## config.mk

```make
export PLATFORM = sky130hd
export DESIGN_NAME = scalar_kalman_rate_fusion
export DESIGN_NICKNAME = d
export VERILOG_FILES = /design/src/sv/krf_pkg.sv /design/src/sv/krf_ctrl.sv /design/src/sv/krf_dpath.sv /design/src/sv/scalar_kalman_rate_fusion.sv
export SDC_FILE = /design/constraint.sdc
export NUM_CORES = 2
export LEC_CHECK = 0
export BUFFER_PORTS_ARGS = -buffer_cell sky130_fd_sc_hd__buf_2
export CAP_MARGIN = 15
export CORE_ASPECT_RATIO = 1.2
export CORE_MARGIN = 2
export CORE_UTILIZATION = 38
export DETAILED_ROUTE_END_ITERATION = 7
export GPL_ROUTABILITY_DRIVEN = 0
export SLEW_MARGIN = 10
export SYNTH_ARGS = -nofsm -noshare
export SYNTH_HDL_FRONTEND = slang
export SYNTH_SLANG_ARGS = --single-unit
```

## constraint.sdc

```tcl
create_clock -name clk_i -period 9.71 [get_ports clk_i]
set_input_delay 1.4565 -clock clk_i [delete_from_list [all_inputs] [get_ports clk_i]]
set_output_delay 1.4565 -clock clk_i [all_outputs]
set_load 0.03 [all_outputs]
```

## src/sv/krf_pkg.sv

```systemverilog
`default_nettype none

package krf_pkg;

  localparam int FracBitsDef = 16;
  localparam int RateW       = 32;
  localparam int VarW        = 32;
  localparam int CfgIdxW     = 2;

  typedef enum logic [CfgIdxW-1:0] {
    CFG_START_VAR    = 2'd0,
    CFG_PROC_NOISE   = 2'd1,
    CFG_SENSOR_NOISE = 2'd2
  } cfg_idx_e;

  typedef enum logic [2:0] {
    ST_IDLE,
    ST_PRED,
    ST_DIVI,
    ST_DIV,
    ST_MULC,
    ST_CORR,
    ST_MULV,
    ST_OUT
  } krf_state_e;

  typedef struct packed {
    logic imu_load;
    logic seed;
    logic odo_load;
    logic predict;
    logic div_init;
    logic div_step;
    logic mul_corr;
    logic corr;
    logic mul_var;
    logic vupd;
  } krf_cmd_t;

  typedef struct packed {
    logic out_busy;
  } krf_sts_t;

  function automatic logic [VarW-1:0] start_var_reset(input int frac);
    logic [63:0] v;
    v = 64'd1000 << frac;
    if (v > 64'h0000_0000_FFFF_FFFF) begin
      return '1;
    end
    return v[VarW-1:0];
  endfunction

  function automatic logic [VarW-1:0] proc_noise_reset(input int frac);
    logic [63:0] v;
    v = 64'd4 << frac;
    return v[VarW-1:0];
  endfunction

  function automatic logic [VarW-1:0] sensor_noise_reset(input int frac);
    logic [63:0] v;
    v = 64'd1 << (frac - 1);
    return v[VarW-1:0];
  endfunction

  function automatic logic signed [RateW-1:0] sat_s32(input logic signed [47:0] v);
    if (v > 48'sh0000_7FFF_FFFF) begin
      return 32'sh7FFF_FFFF;
    end
    if (v < -48'sh0000_8000_0000) begin
      return 32'sh8000_0000;
    end
    return v[RateW-1:0];
  endfunction

endpackage

`default_nettype wire

```

## src/sv/krf_ctrl.sv

```systemverilog
`default_nettype none

module krf_ctrl #(
  parameter int FRAC_BITS = krf_pkg::FracBitsDef
) (
  input  wire logic              clk_i,
  input  wire logic              rst_ni,
  input  wire logic              in_valid_i,
  input  wire logic              in_func_i,
  output logic                   in_stall_o,
  input  wire krf_pkg::krf_sts_t sts_i,
  output krf_pkg::krf_cmd_t      cmd_o
);

  localparam int CntW = $clog2(FRAC_BITS);
  localparam logic [CntW-1:0] CntLast = CntW'(FRAC_BITS - 1);

  krf_pkg::krf_state_e state_q, state_d;
  logic [CntW-1:0]     cnt_q, cnt_d;
  logic                awaiting_q, awaiting_d;
  logic                accept;

  assign in_stall_o = (state_q != krf_pkg::ST_IDLE);
  assign accept     = in_valid_i && (state_q == krf_pkg::ST_IDLE);

  always_comb begin
    state_d    = state_q;
    awaiting_d = awaiting_q;
    cnt_d      = cnt_q;
    unique case (state_q)
      krf_pkg::ST_IDLE: begin
        if (accept && !in_func_i) begin
          if (awaiting_q) begin
            awaiting_d = 1'b0;
          end else begin
            state_d = krf_pkg::ST_PRED;
          end
        end
      end
      krf_pkg::ST_PRED: state_d = krf_pkg::ST_DIVI;
      krf_pkg::ST_DIVI: begin
        state_d = krf_pkg::ST_DIV;
        cnt_d   = '0;
      end
      krf_pkg::ST_DIV: begin
        if (cnt_q == CntLast) begin
          state_d = krf_pkg::ST_MULC;
        end else begin
          cnt_d = cnt_q + 1'b1;
        end
      end
      krf_pkg::ST_MULC: state_d = krf_pkg::ST_CORR;
      krf_pkg::ST_CORR: state_d = krf_pkg::ST_MULV;
      krf_pkg::ST_MULV: state_d = krf_pkg::ST_OUT;
      krf_pkg::ST_OUT: begin
        if (!sts_i.out_busy) begin
          state_d = krf_pkg::ST_IDLE;
        end
      end
      default: state_d = krf_pkg::ST_IDLE;
    endcase
  end

  always_comb begin
    cmd_o = '0;
    unique case (state_q)
      krf_pkg::ST_IDLE: begin
        cmd_o.imu_load = accept && in_func_i;
        cmd_o.seed     = accept && !in_func_i && awaiting_q;
        cmd_o.odo_load = accept && !in_func_i && !awaiting_q;
      end
      krf_pkg::ST_PRED: cmd_o.predict  = 1'b1;
      krf_pkg::ST_DIVI: cmd_o.div_init = 1'b1;
      krf_pkg::ST_DIV:  cmd_o.div_step = 1'b1;
      krf_pkg::ST_MULC: cmd_o.mul_corr = 1'b1;
      krf_pkg::ST_CORR: cmd_o.corr     = 1'b1;
      krf_pkg::ST_MULV: cmd_o.mul_var  = 1'b1;
      krf_pkg::ST_OUT:  cmd_o.vupd     = !sts_i.out_busy;
      default: cmd_o = '0;
    endcase
  end

  always_ff @(posedge clk_i or negedge rst_ni) begin
    if (!rst_ni) begin
      state_q    <= krf_pkg::ST_IDLE;
      awaiting_q <= 1'b1;
      cnt_q      <= '0;
    end else begin
      state_q    <= state_d;
      awaiting_q <= awaiting_d;
      cnt_q      <= cnt_d;
    end
  end

  a_div_ends: assert property (@(posedge clk_i) disable iff (!rst_ni)
    (state_q == krf_pkg::ST_DIV && cnt_q == CntLast) |=> (state_q == krf_pkg::ST_MULC))
    else $error("Division did not end after the last quotient bit.");

  a_cmd_onehot: assert property (@(posedge clk_i) disable iff (!rst_ni)
    $onehot0(cmd_o))
    else $error("More than one datapath command in one cycle.");

  a_busy_seeded: assert property (@(posedge clk_i) disable iff (!rst_ni)
    (state_q != krf_pkg::ST_IDLE) |-> !awaiting_q)
    else $error("Update started before the filter was seeded.");

endmodule

`default_nettype wire

```

## src/sv/krf_dpath.sv

```systemverilog
`default_nettype none

module krf_dpath #(
  parameter int FRAC_BITS = krf_pkg::FracBitsDef
) (
  input  wire logic                               clk_i,
  input  wire logic                               rst_ni,
  input  wire logic signed [krf_pkg::RateW-1:0]   in_rate_i,
  input  wire logic                               cfg_valid_i,
  output logic                                    cfg_ready_o,
  input  wire logic [krf_pkg::CfgIdxW-1:0]        cfg_index_i,
  input  wire logic [krf_pkg::VarW-1:0]           cfg_data_i,
  output logic                                    out_valid_o,
  input  wire logic                               out_stall_i,
  output logic signed [krf_pkg::RateW-1:0]        out_filtered_rate_o,
  output logic [krf_pkg::VarW-1:0]                out_rate_variance_o,
  input  wire krf_pkg::krf_cmd_t                  cmd_i,
  output krf_pkg::krf_sts_t                       sts_o
);

  localparam int MaW  = 34;
  localparam int MbW  = FRAC_BITS + 2;
  localparam int PW   = MaW + MbW;
  localparam int CorW = PW - FRAC_BITS;
  localparam logic [FRAC_BITS:0]    One  = {1'b1, {FRAC_BITS{1'b0}}};
  localparam logic signed [PW-1:0]  Half = PW'(1) <<< (FRAC_BITS - 1);

  logic [krf_pkg::VarW-1:0]         start_q, proc_q, sens_q;
  logic signed [krf_pkg::RateW-1:0] est_q, last_q, held_q;
  logic [krf_pkg::VarW-1:0]         var_q;
  logic signed [32:0]               diff_q, innov_q;
  logic [32:0]                      den_q;
  logic [33:0]                      rem_q;
  logic [FRAC_BITS-1:0]             gain_q;
  logic                             rzero_q;
  logic signed [PW-1:0]             prod_q;
  logic                             out_valid_q;
  logic signed [krf_pkg::RateW-1:0] out_rate_q;
  logic [krf_pkg::VarW-1:0]         out_var_q;

  logic signed [krf_pkg::RateW-1:0] est_pred, est_corr;
  logic [32:0]                      var_sum;
  logic [krf_pkg::VarW-1:0]         var_pred, var_new;
  logic [33:0]                      rem_sh, rem_sub;
  logic                             q_bit;
  logic [FRAC_BITS:0]               one_m_gain;
  logic signed [MaW-1:0]            mul_a;
  logic signed [MbW-1:0]            mul_b;
  logic signed [PW-1:0]             prod, rnd;
  logic signed [CorW-1:0]           corr;

  assign cfg_ready_o = 1'b1;

  assign est_pred = krf_pkg::sat_s32({{16{est_q[31]}}, est_q} + {{15{diff_q[32]}}, diff_q});
  assign var_sum  = {1'b0, var_q} + {1'b0, proc_q};
  assign var_pred = var_sum[32] ? '1 : var_sum[31:0];

  assign rem_sh  = {rem_q[32:0], 1'b0};
  assign q_bit   = (rem_sh >= {1'b0, den_q});
  assign rem_sub = rem_sh - {1'b0, den_q};

  assign one_m_gain = One - {1'b0, gain_q};
  assign mul_a = cmd_i.mul_var ? {2'b00, var_q} : {innov_q[32], innov_q};
  assign mul_b = cmd_i.mul_var ? {1'b0, one_m_gain} : {2'b00, gain_q};
  assign prod  = mul_a * mul_b;

  assign rnd      = prod_q + Half;
  assign corr     = rnd[PW-1:FRAC_BITS];
  assign est_corr = krf_pkg::sat_s32({{16{est_q[31]}}, est_q}
                                     + {{(48 - CorW){corr[CorW-1]}}, corr});
  assign var_new  = rnd[FRAC_BITS+31:FRAC_BITS];

  assign sts_o.out_busy = out_valid_q && out_stall_i;

  always_ff @(posedge clk_i or negedge rst_ni) begin
    if (!rst_ni) begin
      start_q <= krf_pkg::start_var_reset(FRAC_BITS);
      proc_q  <= krf_pkg::proc_noise_reset(FRAC_BITS);
      sens_q  <= krf_pkg::sensor_noise_reset(FRAC_BITS);
    end else if (cfg_valid_i && cfg_ready_o) begin
      unique case (krf_pkg::cfg_idx_e'(cfg_index_i))
        krf_pkg::CFG_START_VAR:    start_q <= cfg_data_i;
        krf_pkg::CFG_PROC_NOISE:   proc_q  <= cfg_data_i;
        krf_pkg::CFG_SENSOR_NOISE: sens_q  <= cfg_data_i;
        default: ;
      endcase
    end
  end

  always_ff @(posedge clk_i or negedge rst_ni) begin
    if (!rst_ni) begin
      est_q  <= '0;
      var_q  <= krf_pkg::start_var_reset(FRAC_BITS);
      last_q <= '0;
      held_q <= '0;
    end else begin
      if (cmd_i.imu_load) begin
        held_q <= in_rate_i;
      end
      if (cmd_i.seed) begin
        est_q  <= in_rate_i;
        var_q  <= start_q;
        last_q <= in_rate_i;
      end
      if (cmd_i.odo_load) begin
        last_q <= in_rate_i;
      end
      if (cmd_i.predict) begin
        est_q <= est_pred;
        var_q <= var_pred;
      end
      if (cmd_i.corr) begin
        est_q <= est_corr;
      end
      if (cmd_i.vupd) begin
        var_q <= var_new;
      end
    end
  end

  always_ff @(posedge clk_i) begin
    if (cmd_i.odo_load) begin
      diff_q <= {in_rate_i[31], in_rate_i} - {last_q[31], last_q};
    end
    if (cmd_i.div_init) begin
      den_q   <= {1'b0, var_q} + {1'b0, sens_q};
      rem_q   <= {2'b00, var_q};
      rzero_q <= (sens_q == '0);
      gain_q  <= ((sens_q == '0) && (var_q != '0)) ? '1 : '0;
      innov_q <= {held_q[31], held_q} - {est_q[31], est_q};
    end
    if (cmd_i.div_step && !rzero_q) begin
      gain_q <= {gain_q[FRAC_BITS-2:0], q_bit};
      rem_q  <= q_bit ? rem_sub : rem_sh;
    end
    if (cmd_i.mul_corr || cmd_i.mul_var) begin
      prod_q <= prod;
    end
    if (cmd_i.vupd) begin
      out_rate_q <= est_q;
      out_var_q  <= var_new;
    end
  end

  always_ff @(posedge clk_i or negedge rst_ni) begin
    if (!rst_ni) begin
      out_valid_q <= 1'b0;
    end else if (cmd_i.vupd) begin
      out_valid_q <= 1'b1;
    end else if (!out_stall_i) begin
      out_valid_q <= 1'b0;
    end
  end

  assign out_valid_o         = out_valid_q;
  assign out_filtered_rate_o = out_rate_q;
  assign out_rate_variance_o = out_var_q;

  a_no_overwrite: assert property (@(posedge clk_i) disable iff (!rst_ni)
    cmd_i.vupd |-> !(out_valid_q && out_stall_i))
    else $error("A pending result was overwritten.");

  a_valid_source: assert property (@(posedge clk_i) disable iff (!rst_ni)
    $rose(out_valid_q) |-> $past(cmd_i.vupd))
    else $error("Result became valid without an update.");

  a_update_shown: assert property (@(posedge clk_i) disable iff (!rst_ni)
    cmd_i.vupd |=> out_valid_q)
    else $error("Update did not produce a result.");

endmodule

`default_nettype wire

```

## src/sv/scalar_kalman_rate_fusion.sv

```systemverilog
// Channel   Direction  Handshake               Payload
// in        input      in_valid_i/in_stall_o   in_func_i, in_rate_i
// out       output     out_valid_o/out_stall_i out_filtered_rate_o, out_rate_variance_o
// cfg       input      cfg_valid_i/cfg_ready_o cfg_index_i, cfg_data_i
//
// An IMU transaction or the first odometry transaction is taken without starting an update.
// A later odometry transaction runs predict, divider init, the bit-serial gain divide
// (one quotient bit per cycle), gain multiply, correction, variance multiply, output.
// The input stalls while an update is in progress; a result waiting in the
// output register only holds the final step of the next update.
// Reset clears the filter to wait for its first odometry sample.
`default_nettype none

module scalar_kalman_rate_fusion #(
  parameter int FRAC_BITS = krf_pkg::FracBitsDef
) (
  input  wire logic                               clk_i,
  input  wire logic                               rst_ni,
  input  wire logic                               in_valid_i,
  output logic                                    in_stall_o,
  input  wire logic                               in_func_i,
  input  wire logic signed [krf_pkg::RateW-1:0]   in_rate_i,
  output logic                                    out_valid_o,
  input  wire logic                               out_stall_i,
  output logic signed [krf_pkg::RateW-1:0]        out_filtered_rate_o,
  output logic [krf_pkg::VarW-1:0]                out_rate_variance_o,
  input  wire logic                               cfg_valid_i,
  output logic                                    cfg_ready_o,
  input  wire logic [krf_pkg::CfgIdxW-1:0]        cfg_index_i,
  input  wire logic [krf_pkg::VarW-1:0]           cfg_data_i
);

  krf_pkg::krf_cmd_t cmd;
  krf_pkg::krf_sts_t sts;

  krf_ctrl #(
    .FRAC_BITS(FRAC_BITS)
  ) u_ctrl (
    .clk_i      (clk_i),
    .rst_ni     (rst_ni),
    .in_valid_i (in_valid_i),
    .in_func_i  (in_func_i),
    .in_stall_o (in_stall_o),
    .sts_i      (sts),
    .cmd_o      (cmd)
  );

  krf_dpath #(
    .FRAC_BITS(FRAC_BITS)
  ) u_dpath (
    .clk_i               (clk_i),
    .rst_ni              (rst_ni),
    .in_rate_i           (in_rate_i),
    .cfg_valid_i         (cfg_valid_i),
    .cfg_ready_o         (cfg_ready_o),
    .cfg_index_i         (cfg_index_i),
    .cfg_data_i          (cfg_data_i),
    .out_valid_o         (out_valid_o),
    .out_stall_i         (out_stall_i),
    .out_filtered_rate_o (out_filtered_rate_o),
    .out_rate_variance_o (out_rate_variance_o),
    .cmd_i               (cmd),
    .sts_o               (sts)
  );

endmodule

`default_nettype wire
```

== After elaboration in Yosys (flattened, before gate mapping) ==
Index checks and enable logic that the tools add are counted.
Storage, ports and cells
  word-level logic and storage cells: 128
  bits in registers: 498
  bits of input ports: 72
  output and inout port bits: 67
Cells by class
  magnitude comparators: 5
  multipliers: 1
  mux-type cells: 47
  add/subtract/negate cells: 10
  eq/ne operators: 16
  reduce and logical (&&, ||, !) cells: 29
Operators with widths (number)
  $mux 32: 16
  $mux 33: 3
  $gt 48x32->1 const B: 2
  $lt 48x32->1 const B: 2
  $add 32x32->33: 2
  $sub 32x32->33: 2
  $add 52x17->52 const B: 1
  $mul 34x18->52: 1
  $mux 16: 3
  $add 32x36->37: 1
  $add 32x33->34: 1
  $ge 34x33->1: 1
  $mux 34: 1
  $sub 33x33->33: 1
  $logic_not 32->1: 1
  $reduce_bool 32->1: 1
  $pmux 3 s8: 1
  $mux 17: 1
  $sub 17x16->17 const A: 1
  $mux 1: 15
  $mux 3: 5
  $eq 3x3->1 const B: 4
  $reduce_and 2->1: 5
  $reduce_bool 3->1: 3
  other kinds (17): 34

== Longest topological paths before layout ==
  depth after elaboration: 8
  depth in mapped cells: 33

== Hierarchy ==
From an unflattened synthesis, not the netlist that was laid out.
Second synthesis, totals
  cell total of the unflattened synthesis: 5131
  area total of the unflattened synthesis: 49508.7 um2
By module, submodules not included
  krf_dpath: area each 49009.5 um2, seq. area each 13155.1 um2, instances 1, cells an instance 5077
  krf_ctrl: area each 499.2 um2, seq. area each 201.4 um2, instances 1, cells an instance 54

== Worst setup path after synthesis ==
Ideal clock, no wire load.
  path type: flip-flop to flip-flop
  start: register u_ctrl.state_q[0]
  end: register u_dpath.prod_q[51], data pin
  path slack: 1811 ps
  stages on the path, launching flop included: 31
  setup time: 260 ps
  arrival time: 7640 ps
  period minus slack after synthesis: 7899 ps
  cells stage by stage: dfrtp_1 -> inv_1 -> ha_1 -> nand2_1 -> clkbuf_1 -> buf_1 -> clkbuf_1 -> mux2i_1 -> nor2_1 -> fa_1 -> inv_1 -> fa_1 -> fa_1 -> inv_1 -> fa_1 -> fa_1 -> inv_1 -> fa_1 -> inv_1 -> ha_1 -> a21o_1 -> a21oi_1 -> o2bb2ai_1 -> a211oi_1 -> o21ai_0 -> a21oi_1 -> o21a_1 -> a311o_1 -> a21oi_1 -> o21bai_1 -> xnor2_1
On the way
  cells in the longest elaborated chain, start to end: 4
Ends and longest elaborated chain
  start: declaration: RTL line krf_ctrl.sv:18  | krf_pkg::krf_state_e state_q, state_d;
  start signal: assignment: RTL line krf_ctrl.sv:85  | state_q <= krf_pkg::ST_IDLE;
  start signal: assignment: RTL line krf_ctrl.sv:89  | state_q <= state_d;
  $eq 3x3->1 *: RTL line krf_ctrl.sv:66  | unique case (state_q)
  $mux 1 *: RTL line krf_ctrl.sv:66
  $mux 34 / $mux 17 (equally long branches): RTL line krf_dpath.sv:63, krf_dpath.sv:64
  $mul 34x18->52 *: RTL line krf_dpath.sv:65  | assign prod = mul_a * mul_b;
  net u_dpath.prod[51]: RTL line krf_dpath.sv:49  | logic signed [PW-1:0] prod, rnd;
  end signal: assignment: RTL line krf_dpath.sv:137  | prod_q <= prod;
  end: declaration: RTL line krf_dpath.sv:36  | logic signed [PW-1:0] prod_q;
Mark *: on every way through the listed nets, which the timed path passes. The rest lies on a longest branch.
A chain may end at the register's enable or synchronous reset.

== Worst setup path after layout ==
  start: register u_ctrl.state_q[0]
  end: register u_dpath.prod_q[48], data pin
Same word-level chain as after synthesis.

==> impl_metrics.yaml <==
outcome:
  outcome: "finished clean"
synthesis:
  synth_ff_type: "edfxtp_1"
  synth_edf_count: 250
  synthCells: 5143
  ys.warnings.count: 0
  synth-async-reset-ratio: 0.482
  syn_area_mm2: 0.0492
  avgSynthCellArea_um2: 9.56
  ys_seq_area_frac: 0.272
  ys_ff_latch: 483
  yosys.cell_types.count: 93
clocking:
  clockRootBuffer: "clkbuf_16"
  cts_tree: "built"
  h-tree-depth: 2
  post_cts_resized: 0
  cts_setup_buffers: 0
  cts_hold_buffers: 0
  clk_path_buf_depth: 3
  worstSkewPairLatency_ps: 680
  cts_made_buffers: 55
  path_clk_slew_ps: 60
  cts_sinks: 483
floorplanning:
  start_util: 0.383
  ios: 139
  die_area_mm2: 0.132
  chipWidth_um: 332
  core.rowCount: 144
  die_y_um: 398
  core_mm2: 0.128
setup_path:
  slowest_stage: "a211oi_1"
  worst_setup_path_start_kind: "register"
  end_kind: "register"
  reg2reg_depth: 31
  cp.arrival_ps: 9440
  reg2reg_to: "u_dpath.prod_q[48]"
  r2r_start: "u_ctrl.state_q[0]"
  crit_type: "reg -> reg"
  critical_path.max_stage_delay_ps: 710
  critPathRequiredTime_ps: 10100
  worstPathMaxFanout: 30
  rrSetupSlack_ps: 660
  cp_common_cell: "fa_1"
worst_hold_path:
  hold_start: "u_dpath.start_q[16]"
  hp-class: "reg -> reg"
  holdPathStages: 1
  hold_end: "u_dpath.start_q[16]"
sta:
  period_share: 0.932
  rsz0062_at_grt: "false"
  final_max_slew_viol_count: 0
  setup_viol: 0
  hold_viol: 0
  fmax_mhz: 111
  layout_min_cycle_time_ps: 9050
  slew_headroom: 0.212
  worst_pin_slew_ps: 1170
  finalClockSkew_ps: 76.9
  fin_tns_setup_ps: 0
detailed_routing:
  vias_per_cell: 5.42
  postRouteAntennaNets: 0
  vias: 37900
  drc: 0
  dr.pass1.iters: 5
  wl_per_cell_um: 21.6
  dr.first_iter.drc_count: 2893
  wl_mm: 151
place:
  hpwl_mm: 121
  place_area_mm2: 0.0523
  port_buffers: 137
final_layout:
  num_antenna_cells: 0
  drive_above_1_share: 0.101
  final_util: 0.421
  final_common_cell: "inv_1"
  nets: 6237
  syn_to_final_growth_pct: 10.1
  most-common-layout-cells: "inv_1 (751), nand2_1 (695), fa_1 (545)"
  design_area_mm2: 0.0541
global_routing:
  grt_pass1_wl_mm: 233
  grt_overflow: 0
  antenna_found_initial: 7
  grt_max_degree: 147
  track_usage: 0.229
  grt_pass1_vias: 39100
job:
  max_cap_violations: 0
[final cells by class]
cell class              count  area, um^2
clock buffers              76        1610
clock inverters            28         248
fillers                 12500       74300
inverters                 752        2820
multi-input cells        3735       32500
flip-flops and latches    483       13400
well taps                1679        2100
repair buffers            237        1480
[kinds of logic after synthesis]
kind of cell               Yosys count  synth area share
AOI/OAI and AO/OA                  960             0.129
xor gates and xnor gates           286            0.0510
adders and majority gates          901             0.313
buffers and inverters              926            0.0718
DFF                                483             0.272
muxes                              169            0.0377
other                                2          0.000153
and+or+nand+nor                   1416             0.126
[worst max-delay path by stage]
stage	from	endpoint	cells after the start
after floorplan	u_ctrl.state_q[0]	u_dpath.prod_q[51]	30
after global placement	u_dpath.gain_q[5]	u_dpath.prod_q[48]	27
after detailed placement	u_dpath.gain_q[5]	u_dpath.prod_q[48]	27
after CTS	u_ctrl.state_q[2]	u_dpath.prod_q[48]	29
after global routing	u_dpath.gain_q[5]	u_dpath.prod_q[48]	29
final	u_ctrl.state_q[0]	u_dpath.prod_q[48]	31
[routing by layer]
| layer | part of all wire | global-route usage | up-vias |
|---|---|---|---|
| met5 | 0.00022 | 0 | - |
| met3 | 0.063 | 0.0351 | 298 |
| met2 | 0.50 | 0.406 | 1203 |
| li1 | - | - | 17400 |
| met1 | 0.39 | 0.277 | 19000 |
| met4 | 0.047 | 0.0962 | 6 |
[cell usage after synthesis, types with 19 or more instances]
master	instances	area share
mux2i_1	40	0.0081
a21o_1	142	0.022
xor2_1	98	0.017
fa_1	545	0.22
a211oi_1	29	0.0044
nand3_1	62	0.0063
o21ai_0	211	0.021
ha_1	356	0.091
o211ai_1	20	0.0031
and2_1	21	0.0027
a22oi_1	57	0.0087
nor2b_1	64	0.0081
a21oi_1	230	0.023
nand2b_1	37	0.0047
inv_1	752	0.057
nor3_1	50	0.0051
and3_1	46	0.0059
nand2_1	697	0.053
nor2_1	337	0.026
a31oi_1	26	0.0033
edfxtp_1	250	0.15
clkbuf_1	149	0.011
mux2_2	129	0.030
nand4_1	33	0.0042
xnor2_1	188	0.033
dfrtp_1	218	0.11
nor4_1	19	0.0024
o21a_1	39	0.0060
o221ai_1	28	0.0050
a221oi_1	26	0.0046
[critical path: cells and delay by family, from the launching register on]
| kind | cells | cell delay [ps] |
|---|---|---|
| AOI/OAI and AO/OA | 8 | 2130 |
| xor gates and xnor gates | 2 | 510 |
| adders and majority gates | 8 | 3560 |
| buffers and inverters | 8 | 1270 |
| DFF | 1 | 420 |
| and+or+nand+nor | 5 | 890 |
[stage by stage]
stage,instances,hold WS (ps),setup slack (ps)
3_5_place_dp,6886,492,736
3_3_place_gp,6886,486,836
2_1_floorplan,5144,450,1810
6_report,6990,505,663
4_1_cts,6990,507,734
5_1_grt,6990,517,109
[flip-flops by register name, summed over array words and instances, names as in the netlist, 3 cells and up]
| name | count |
|---|---|
| u_dpath.proc_q | 32 |
| u_dpath.sens_q | 32 |
| u_dpath.diff_q | 33 |
| u_dpath.held_q | 32 |
| u_dpath.out_filtered_rate_o | 32 |
| u_ctrl.state_q | 3 |
| u_dpath.est_q | 32 |
| u_ctrl.cnt_q | 4 |
| u_dpath.out_rate_variance_o | 32 |
| u_dpath.var_q | 32 |
| u_dpath.gain_q | 16 |
| u_dpath.prod_q | 37 |
| u_dpath.rem_q | 33 |
| u_dpath.start_q | 32 |
| u_dpath.den_q | 33 |
| u_dpath.innov_q | 33 |
| u_dpath.last_q | 32 |
Power is left out: the tool's default activity adds up to more than one toggle a clock period on the data nets, which glitch-free logic cannot reach.
